[src/rtl/dpd_pkg.sv]
// shared types and constants for the dual-phase pad debouncer
// no dependencies

package dpd_pkg;

  // pad geometry
  localparam int unsigned ButtonCount = 10;
  localparam int unsigned LineCount   = 5;
  localparam int unsigned IdxW        = $clog2(ButtonCount);

  // configuration port
  localparam int unsigned CfgIdxW  = 8;
  localparam int unsigned CfgDataW = 16;
  localparam logic [15:0] DebounceReset = 16'd50;

  typedef enum logic [CfgIdxW-1:0] {
    CFG_DEBOUNCE_MS = 8'd0,
    CFG_DIODE_FIX   = 8'd1
  } cfg_idx_e;

  // buttons whose debounced state flips on one scan, with their new state
  typedef struct packed {
    logic [ButtonCount-1:0] mask;
    logic [ButtonCount-1:0] value;
  } evt_batch_t;

endpackage

[src/rtl/dpd_track.sv]
// per-button debounced state and change stamps, change detection per scan
// depends on dpd_pkg

module dpd_track import dpd_pkg::*; (
  input  logic                 clk_i,
  input  logic                 rst_ni,
  input  logic                 commit_i,
  input  logic [LineCount-1:0] low_lines_i,
  input  logic [LineCount-1:0] high_lines_i,
  input  logic [31:0]          now_ms_i,
  input  logic [15:0]          debounce_ms_i,
  input  logic                 diode_fix_i,
  output evt_batch_t           batch_o
);

  logic [ButtonCount-1:0] state_q, state_d;
  logic [31:0]            stamp_q [ButtonCount];
  logic [ButtonCount-1:0] raw;
  logic [ButtonCount-1:0] change;

  // decode both phases into button bits
  always_comb begin
    raw[3:0] = ~low_lines_i[3:0];
    raw[7:4] = high_lines_i[3:0];
    raw[8]   = ~low_lines_i[4];
    raw[9]   = high_lines_i[4];
    if (diode_fix_i && raw[8] && raw[9]) begin
      raw[9] = 1'b0;
    end
  end

  // per-button lockout test, elapsed time wraps modulo 2^32
  always_comb begin
    for (int k = 0; k < ButtonCount; k++) begin
      change[k] = (state_q[k] != raw[k]) &&
                  ((now_ms_i - stamp_q[k]) > {16'd0, debounce_ms_i});
    end
    state_d = (state_q & ~change) | (raw & change);
  end

  assign batch_o.mask  = change;
  assign batch_o.value = raw;

  // state update on commit
  always_ff @(posedge clk_i or negedge rst_ni) begin
    if (!rst_ni) begin
      state_q <= '0;
      for (int k = 0; k < ButtonCount; k++) begin
        stamp_q[k] <= '0;
      end
    end else if (commit_i) begin
      state_q <= state_d;
      for (int k = 0; k < ButtonCount; k++) begin
        if (change[k]) begin
          stamp_q[k] <= now_ms_i;
        end
      end
    end
  end

endmodule

[src/rtl/dpd_emit.sv]
// event emitter: pending change mask and registered result stage
// depends on dpd_pkg

module dpd_emit import dpd_pkg::*; (
  input  logic            clk_i,
  input  logic            rst_ni,
  input  logic            load_i,
  input  evt_batch_t      batch_i,
  output logic            take_o,
  output logic            out_valid_o,
  input  logic            out_ready_i,
  output logic [IdxW-1:0] button_index_o,
  output logic            pressed_o,
  output logic            last_o
);

  logic [ButtonCount-1:0] mask_q, mask_d;
  logic [ButtonCount-1:0] value_q, value_d;
  logic                   valid_q, valid_d;
  logic [IdxW-1:0]        index_q, index_d;
  logic                   pressed_q, pressed_d;
  logic                   last_q, last_d;
  logic [IdxW-1:0]        low_idx;
  logic [ButtonCount-1:0] remain;
  logic [ButtonCount-1:0] mask_after;
  logic                   out_free;
  logic                   pop;

  // lowest pending button
  always_comb begin
    low_idx = '0;
    for (int k = ButtonCount - 1; k >= 0; k--) begin
      if (mask_q[k]) begin
        low_idx = IdxW'(k);
      end
    end
  end

  assign remain     = mask_q & (mask_q - 1'b1);
  assign out_free   = !valid_q || out_ready_i;
  assign pop        = out_free && (mask_q != '0);
  assign mask_after = pop ? remain : mask_q;
  assign take_o     = (mask_after == '0);

  // next pending mask and result register
  always_comb begin
    mask_d    = mask_after;
    value_d   = value_q;
    valid_d   = valid_q;
    index_d   = index_q;
    pressed_d = pressed_q;
    last_d    = last_q;
    if (load_i) begin
      mask_d  = batch_i.mask;
      value_d = batch_i.value;
    end
    if (pop) begin
      valid_d   = 1'b1;
      index_d   = low_idx;
      pressed_d = value_q[low_idx];
      last_d    = (remain == '0);
    end else if (out_ready_i) begin
      valid_d = 1'b0;
    end
  end

  always_ff @(posedge clk_i or negedge rst_ni) begin
    if (!rst_ni) begin
      mask_q  <= '0;
      valid_q <= 1'b0;
    end else begin
      mask_q  <= mask_d;
      valid_q <= valid_d;
    end
  end

  // payload registers
  always_ff @(posedge clk_i) begin
    value_q   <= value_d;
    index_q   <= index_d;
    pressed_q <= pressed_d;
    last_q    <= last_d;
  end

  assign out_valid_o    = valid_q;
  assign button_index_o = index_q;
  assign pressed_o      = pressed_q;
  assign last_o         = last_q;

endmodule

[src/rtl/dual_phase_pad_debouncer_core.sv]
// top level of the dual-phase pad debouncer: input register, config registers
// depends on dpd_pkg, dpd_track, dpd_emit

// A scan is taken into an input register, then evaluated against the ten
// debounced button states as soon as the event emitter has no older events
// left (the last event of the previous scan may still be in the output
// register). Each changed button gives one event, lowest index first, one
// per cycle from the emitter while the output is not stalled. A scan
// occupies the emitter until its last event is handed out, so scans without
// changes flow at one per cycle. Configuration writes are always taken;
// unknown register indexes are dropped. A button changes only when its last
// accepted change lies strictly more than debounce_ms back, modulo 2^32.

module dual_phase_pad_debouncer_core import dpd_pkg::*; (
  input  logic                 clk_i,
  input  logic                 rst_ni,
  // configuration
  input  logic                 cfg_valid_i,
  output logic                 cfg_ready_o,
  input  logic [CfgIdxW-1:0]   cfg_index_i,
  input  logic [CfgDataW-1:0]  cfg_data_i,
  // scans
  input  logic                 in_valid_i,
  output logic                 in_ready_o,
  input  logic [LineCount-1:0] low_phase_lines_i,
  input  logic [LineCount-1:0] high_phase_lines_i,
  input  logic [31:0]          now_ms_i,
  // events
  output logic                 out_valid_o,
  input  logic                 out_ready_i,
  output logic [IdxW-1:0]      button_index_o,
  output logic                 pressed_o,
  output logic                 last_o
);

  logic [15:0]          debounce_q;
  logic                 diode_fix_q;
  logic                 scan_valid_q;
  logic [LineCount-1:0] low_q;
  logic [LineCount-1:0] high_q;
  logic [31:0]          now_q;
  logic                 take;
  logic                 commit;
  evt_batch_t           batch;

  // configuration registers
  assign cfg_ready_o = 1'b1;

  always_ff @(posedge clk_i or negedge rst_ni) begin
    if (!rst_ni) begin
      debounce_q  <= DebounceReset;
      diode_fix_q <= 1'b0;
    end else if (cfg_valid_i) begin
      case (cfg_index_i)
        CFG_DEBOUNCE_MS: debounce_q  <= cfg_data_i;
        CFG_DIODE_FIX:   diode_fix_q <= cfg_data_i[0];
        default: ;
      endcase
    end
  end

  // input register, evaluated once the emitter drains
  assign commit     = scan_valid_q && take;
  assign in_ready_o = !scan_valid_q || take;

  always_ff @(posedge clk_i or negedge rst_ni) begin
    if (!rst_ni) begin
      scan_valid_q <= 1'b0;
    end else if (in_ready_o) begin
      scan_valid_q <= in_valid_i;
    end
  end

  always_ff @(posedge clk_i) begin
    if (in_ready_o && in_valid_i) begin
      low_q  <= low_phase_lines_i;
      high_q <= high_phase_lines_i;
      now_q  <= now_ms_i;
    end
  end

  // change detection and button state
  dpd_track u_track (
    .clk_i         (clk_i),
    .rst_ni        (rst_ni),
    .commit_i      (commit),
    .low_lines_i   (low_q),
    .high_lines_i  (high_q),
    .now_ms_i      (now_q),
    .debounce_ms_i (debounce_q),
    .diode_fix_i   (diode_fix_q),
    .batch_o       (batch)
  );

  // event serialization
  dpd_emit u_emit (
    .clk_i          (clk_i),
    .rst_ni         (rst_ni),
    .load_i         (commit),
    .batch_i        (batch),
    .take_o         (take),
    .out_valid_o    (out_valid_o),
    .out_ready_i    (out_ready_i),
    .button_index_o (button_index_o),
    .pressed_o      (pressed_o),
    .last_o         (last_o)
  );

endmodule

[config.mk]
export PLATFORM = sky130hd
export DESIGN_NAME = dual_phase_pad_debouncer_core
export DESIGN_NICKNAME = d
export VERILOG_FILES = /design/src/rtl/dpd_pkg.sv /design/src/rtl/dpd_track.sv /design/src/rtl/dpd_emit.sv /design/src/rtl/dual_phase_pad_debouncer_core.sv
export SDC_FILE = /design/constraint.sdc
export NUM_CORES = 1
export LEC_CHECK = 0
export BUFFER_PORTS_ARGS = -buffer_cell sky130_fd_sc_hd__buf_2
export CORE_AREA = 2 2 403 405
export DETAILED_ROUTE_END_ITERATION = 6
export DIE_AREA = 0 0 405 407
export PLACE_DENSITY = 0.47
export SYNTH_ARGS = -nofsm -noshare
export SYNTH_HDL_FRONTEND = slang
export SYNTH_SLANG_ARGS = --single-unit
[constraint.sdc]
create_clock -name clk_i -period 6.3 [get_ports clk_i]
set_input_delay 1.26 -clock clk_i [delete_from_list [all_inputs] [get_ports clk_i]]
set_output_delay 1.26 -clock clk_i [all_outputs]
set_load 0.01 [all_outputs]
==> metrics <==
RSZ-0062 raised after global routing=false; max-cap violation count=0; clk_lat worst skew=0.68 ns; Worst-Margin Slew=1.13 ns; fmax=166 MHz; DR iter-0 viols=2,738; die span in y=407 µm; RD Place Congestion=0.901; Tcrit/Tclk final=0.953; P&R area growth vs syn=13.2%; hold path start=high_q[3]$_DFFE_PP_; Critical Path Start Type=register; Worst Hold Class=reg2reg; status=complete, no violations; die width=405 µm; critical path fanouts, max=32; Total Wirelength=145 mm; sequential share of the synthesized area=0.269; Syn Nets=5,164; Slew headroom=0.224; Reg-to-Reg Start=now_q[0]$_DFFE_PP_; detailed-route via count=35.3k; warnings from Yosys=0; Residual DRC=0; DP Wirelength=109 mm; final hold vios=0; post-layout min period=6.01 ns; R2R setup slack=0.29 ns; post-synthesis cell area=39,900 µm²; Final #Nets=5,224; initial antenna violation count=15; CTS root buffer=clkbuf_16; Buffers & Inverters on Critical Path=3; Post-CTS Hold Buffers=0; max-slew violations=0; crit path max-delay cell type=o21ai_0; row cnt=147; number of global-route vias before repair=34.3k; total gr overflow=0; Yosys cell types=101; placed cells=6,770; Max stage delay on crit path=0.49 ns; core area=160,000 µm²; cell family with most CP delay=compound AO/OA/AOI/OAI gates; Initial DRT Pass Iterations=6; GRT Overall Usage=0.173; ys async rst share=0.861; TritonCTS clock tree=yes; Syn Inst Count=4,613; Reg clk slew, reported paths=0.06 ns; largest net degree at the start of global routing=154; PortBufs=78; Main synth FF type=dfrtp_1; global-route wire length before repair=217 mm; share of cells above drive strength 1=0.139; WL per Instance=21.0 µm; I/O pin cnt=80; ANT nets after route=0; crit end category=register; Post-synth EDFFs=58; Worst Hold End=u_emit.value_q[7]$_DFFE_PP_; clock skew=0.0430 ns; Critical Path RT=6.85 ns; syn_area_per_cell=8.66 µm²; worst setup margin=0.294 ns; final setup TNS=0 ns; TritonCTS Buffers=56; most common cell after layout, fill and taps aside=ha_1; most frequent cells in the layout=470 x ha_1, 407 x inv_1, 406 x a21oi_1, 356 x dfrtp_1, 342 x nand2_1; crit path cell chain=clkinvlp_4 > ha_1 > fa_1 > nand2b_1 > a21o_1 > a31o_2 > o21ai_0 > xor2_1 > ha_1 > nand4_1 > nor2_1 > a221o_1 > nor3_1 > a21oi_1 > or3_1 > a211oi_1 > nand4_1 > o211ai_1 > buf_4 > buf_12 > mux2_2; Layout Cells excl Fill=6,882; pre-CTS setup slack=0.212 ns; final core utilization=0.282; Initial Util=0.249; depth of the CTS H-tree=2; FF-to-FF End=u_track.stamp_q[4]$_DFFE_PN0P_; CP arrival=6.56 ns; CP Class=reg2reg; CTS max path bufs=3; routed vias/inst=5.13; # clock sinks=417; count of state elements after synthesis=417; FF-to-FF path depth=21; # setup viols final=0; die area=165,000 µm²; hold depth=0
-- synth_stat cells, drive strengths merged (53+ instances only) --
library cell,number,area (µm²)
o21a,80,601
nand4,115,732
dfrtp,356,8910
nor3,92,460
clkbuf,118,443
edfxtp,58,1740
a21o,123,923
ha,470,5880
nand2,342,1280
xor2,87,762
nand2b,53,332
o21ai,250,1250
a211oi,62,485
nand3,100,513
mux2,323,3740
inv,409,1540
buf,80,484
a21oi,408,2050
nor2,258,968
xnor2,117,1020
-- metrics by stage --
stage | hold slack [ns] | cell area, µm²
final | 0.470 | 45200
after floorplan | 0.458 | 39900
after detailed placement | 0.475 | 43200
after global placement | 0.467 | 43200
after global routing | 0.501 | 45200
after CTS | 0.483 | 45100
-- worst max path at each step --
stage                             from                               to  slack, ns  cells after the start
finish              now_q[0]$_DFFE_PP_   u_track.stamp_q[4]$_DFFE_PN0P_       0.29                     21
global placement    now_q[0]$_DFFE_PP_   u_track.stamp_q[7]$_DFFE_PN0P_       0.24                     20
floorplan           now_q[1]$_DFFE_PP_  u_track.stamp_q[36]$_DFFE_PN0P_       0.52                     21
CTS                 now_q[0]$_DFFE_PP_   u_track.stamp_q[4]$_DFFE_PN0P_       0.16                     20
detailed placement  now_q[1]$_DFFE_PP_   u_track.stamp_q[4]$_DFFE_PN0P_       0.21                     20
global route        now_q[0]$_DFFE_PP_   u_track.stamp_q[2]$_DFFE_PN0P_       0.01                     21
-- kinds of logic after synthesis --
kind of cell	count (synthesis)	synth area share
muxes	363	0.104
buffers and inverters	607	0.0617
AOI/OAI and AO/OA	1313	0.215
xor gates and xnor gates	204	0.0447
adders and majority gates	480	0.152
and+or+nand+nor	1228	0.154
DFF	417	0.269
other	1	0.0000939
-- area by class of cell --
type                    instances  area (µm²)
diodes                          2        5.00
repair buffers                200        1530
inverters                     409        1540
multi-input cells            3589       26800
well taps                    2160        2700
flip-flops and latches        417       10700
fillers                     17200      115000
clock inverters                23         231
clock buffers                  82        1630
-- flip-flops by register name (all words and copies together), names as in the netlist, named ones only --
| register | count |
|---|---|
| scan_valid_q | 1 |
| debounce_q | 16 |
| u_emit.button_index_o | 4 |
| u_emit.pressed_o | 1 |
| u_emit.value_q | 10 |
| u_emit.out_valid_o | 1 |
| u_emit.mask_q | 10 |
| u_track.stamp_q | 320 |
| high_q | 5 |
| diode_fix_q | 1 |
| low_q | 5 |
| now_q | 32 |
| u_emit.last_o | 1 |
-- layer usage --
| metal | track usage | share of wire | up-vias |
|---|---|---|---|
| met1 | 0.235 | 0.47 | 17300 |
| li1 | - | - | 17100 |
| met3 | 0.0182 | 0.043 | 162 |
| met5 | 0 | 0 | - |
| met2 | 0.288 | 0.46 | 795 |
| met4 | 0.0485 | 0.027 | 0 |
-- repair_timing --
action	4_1_cts	5_1_grt
gates resized for setup	0	9
buffers inserted	0	5
setup endpoints to repair	0	126
Power is not shown: default switching activity piles up to over one toggle a cycle in this logic, so the estimate is an artifact.
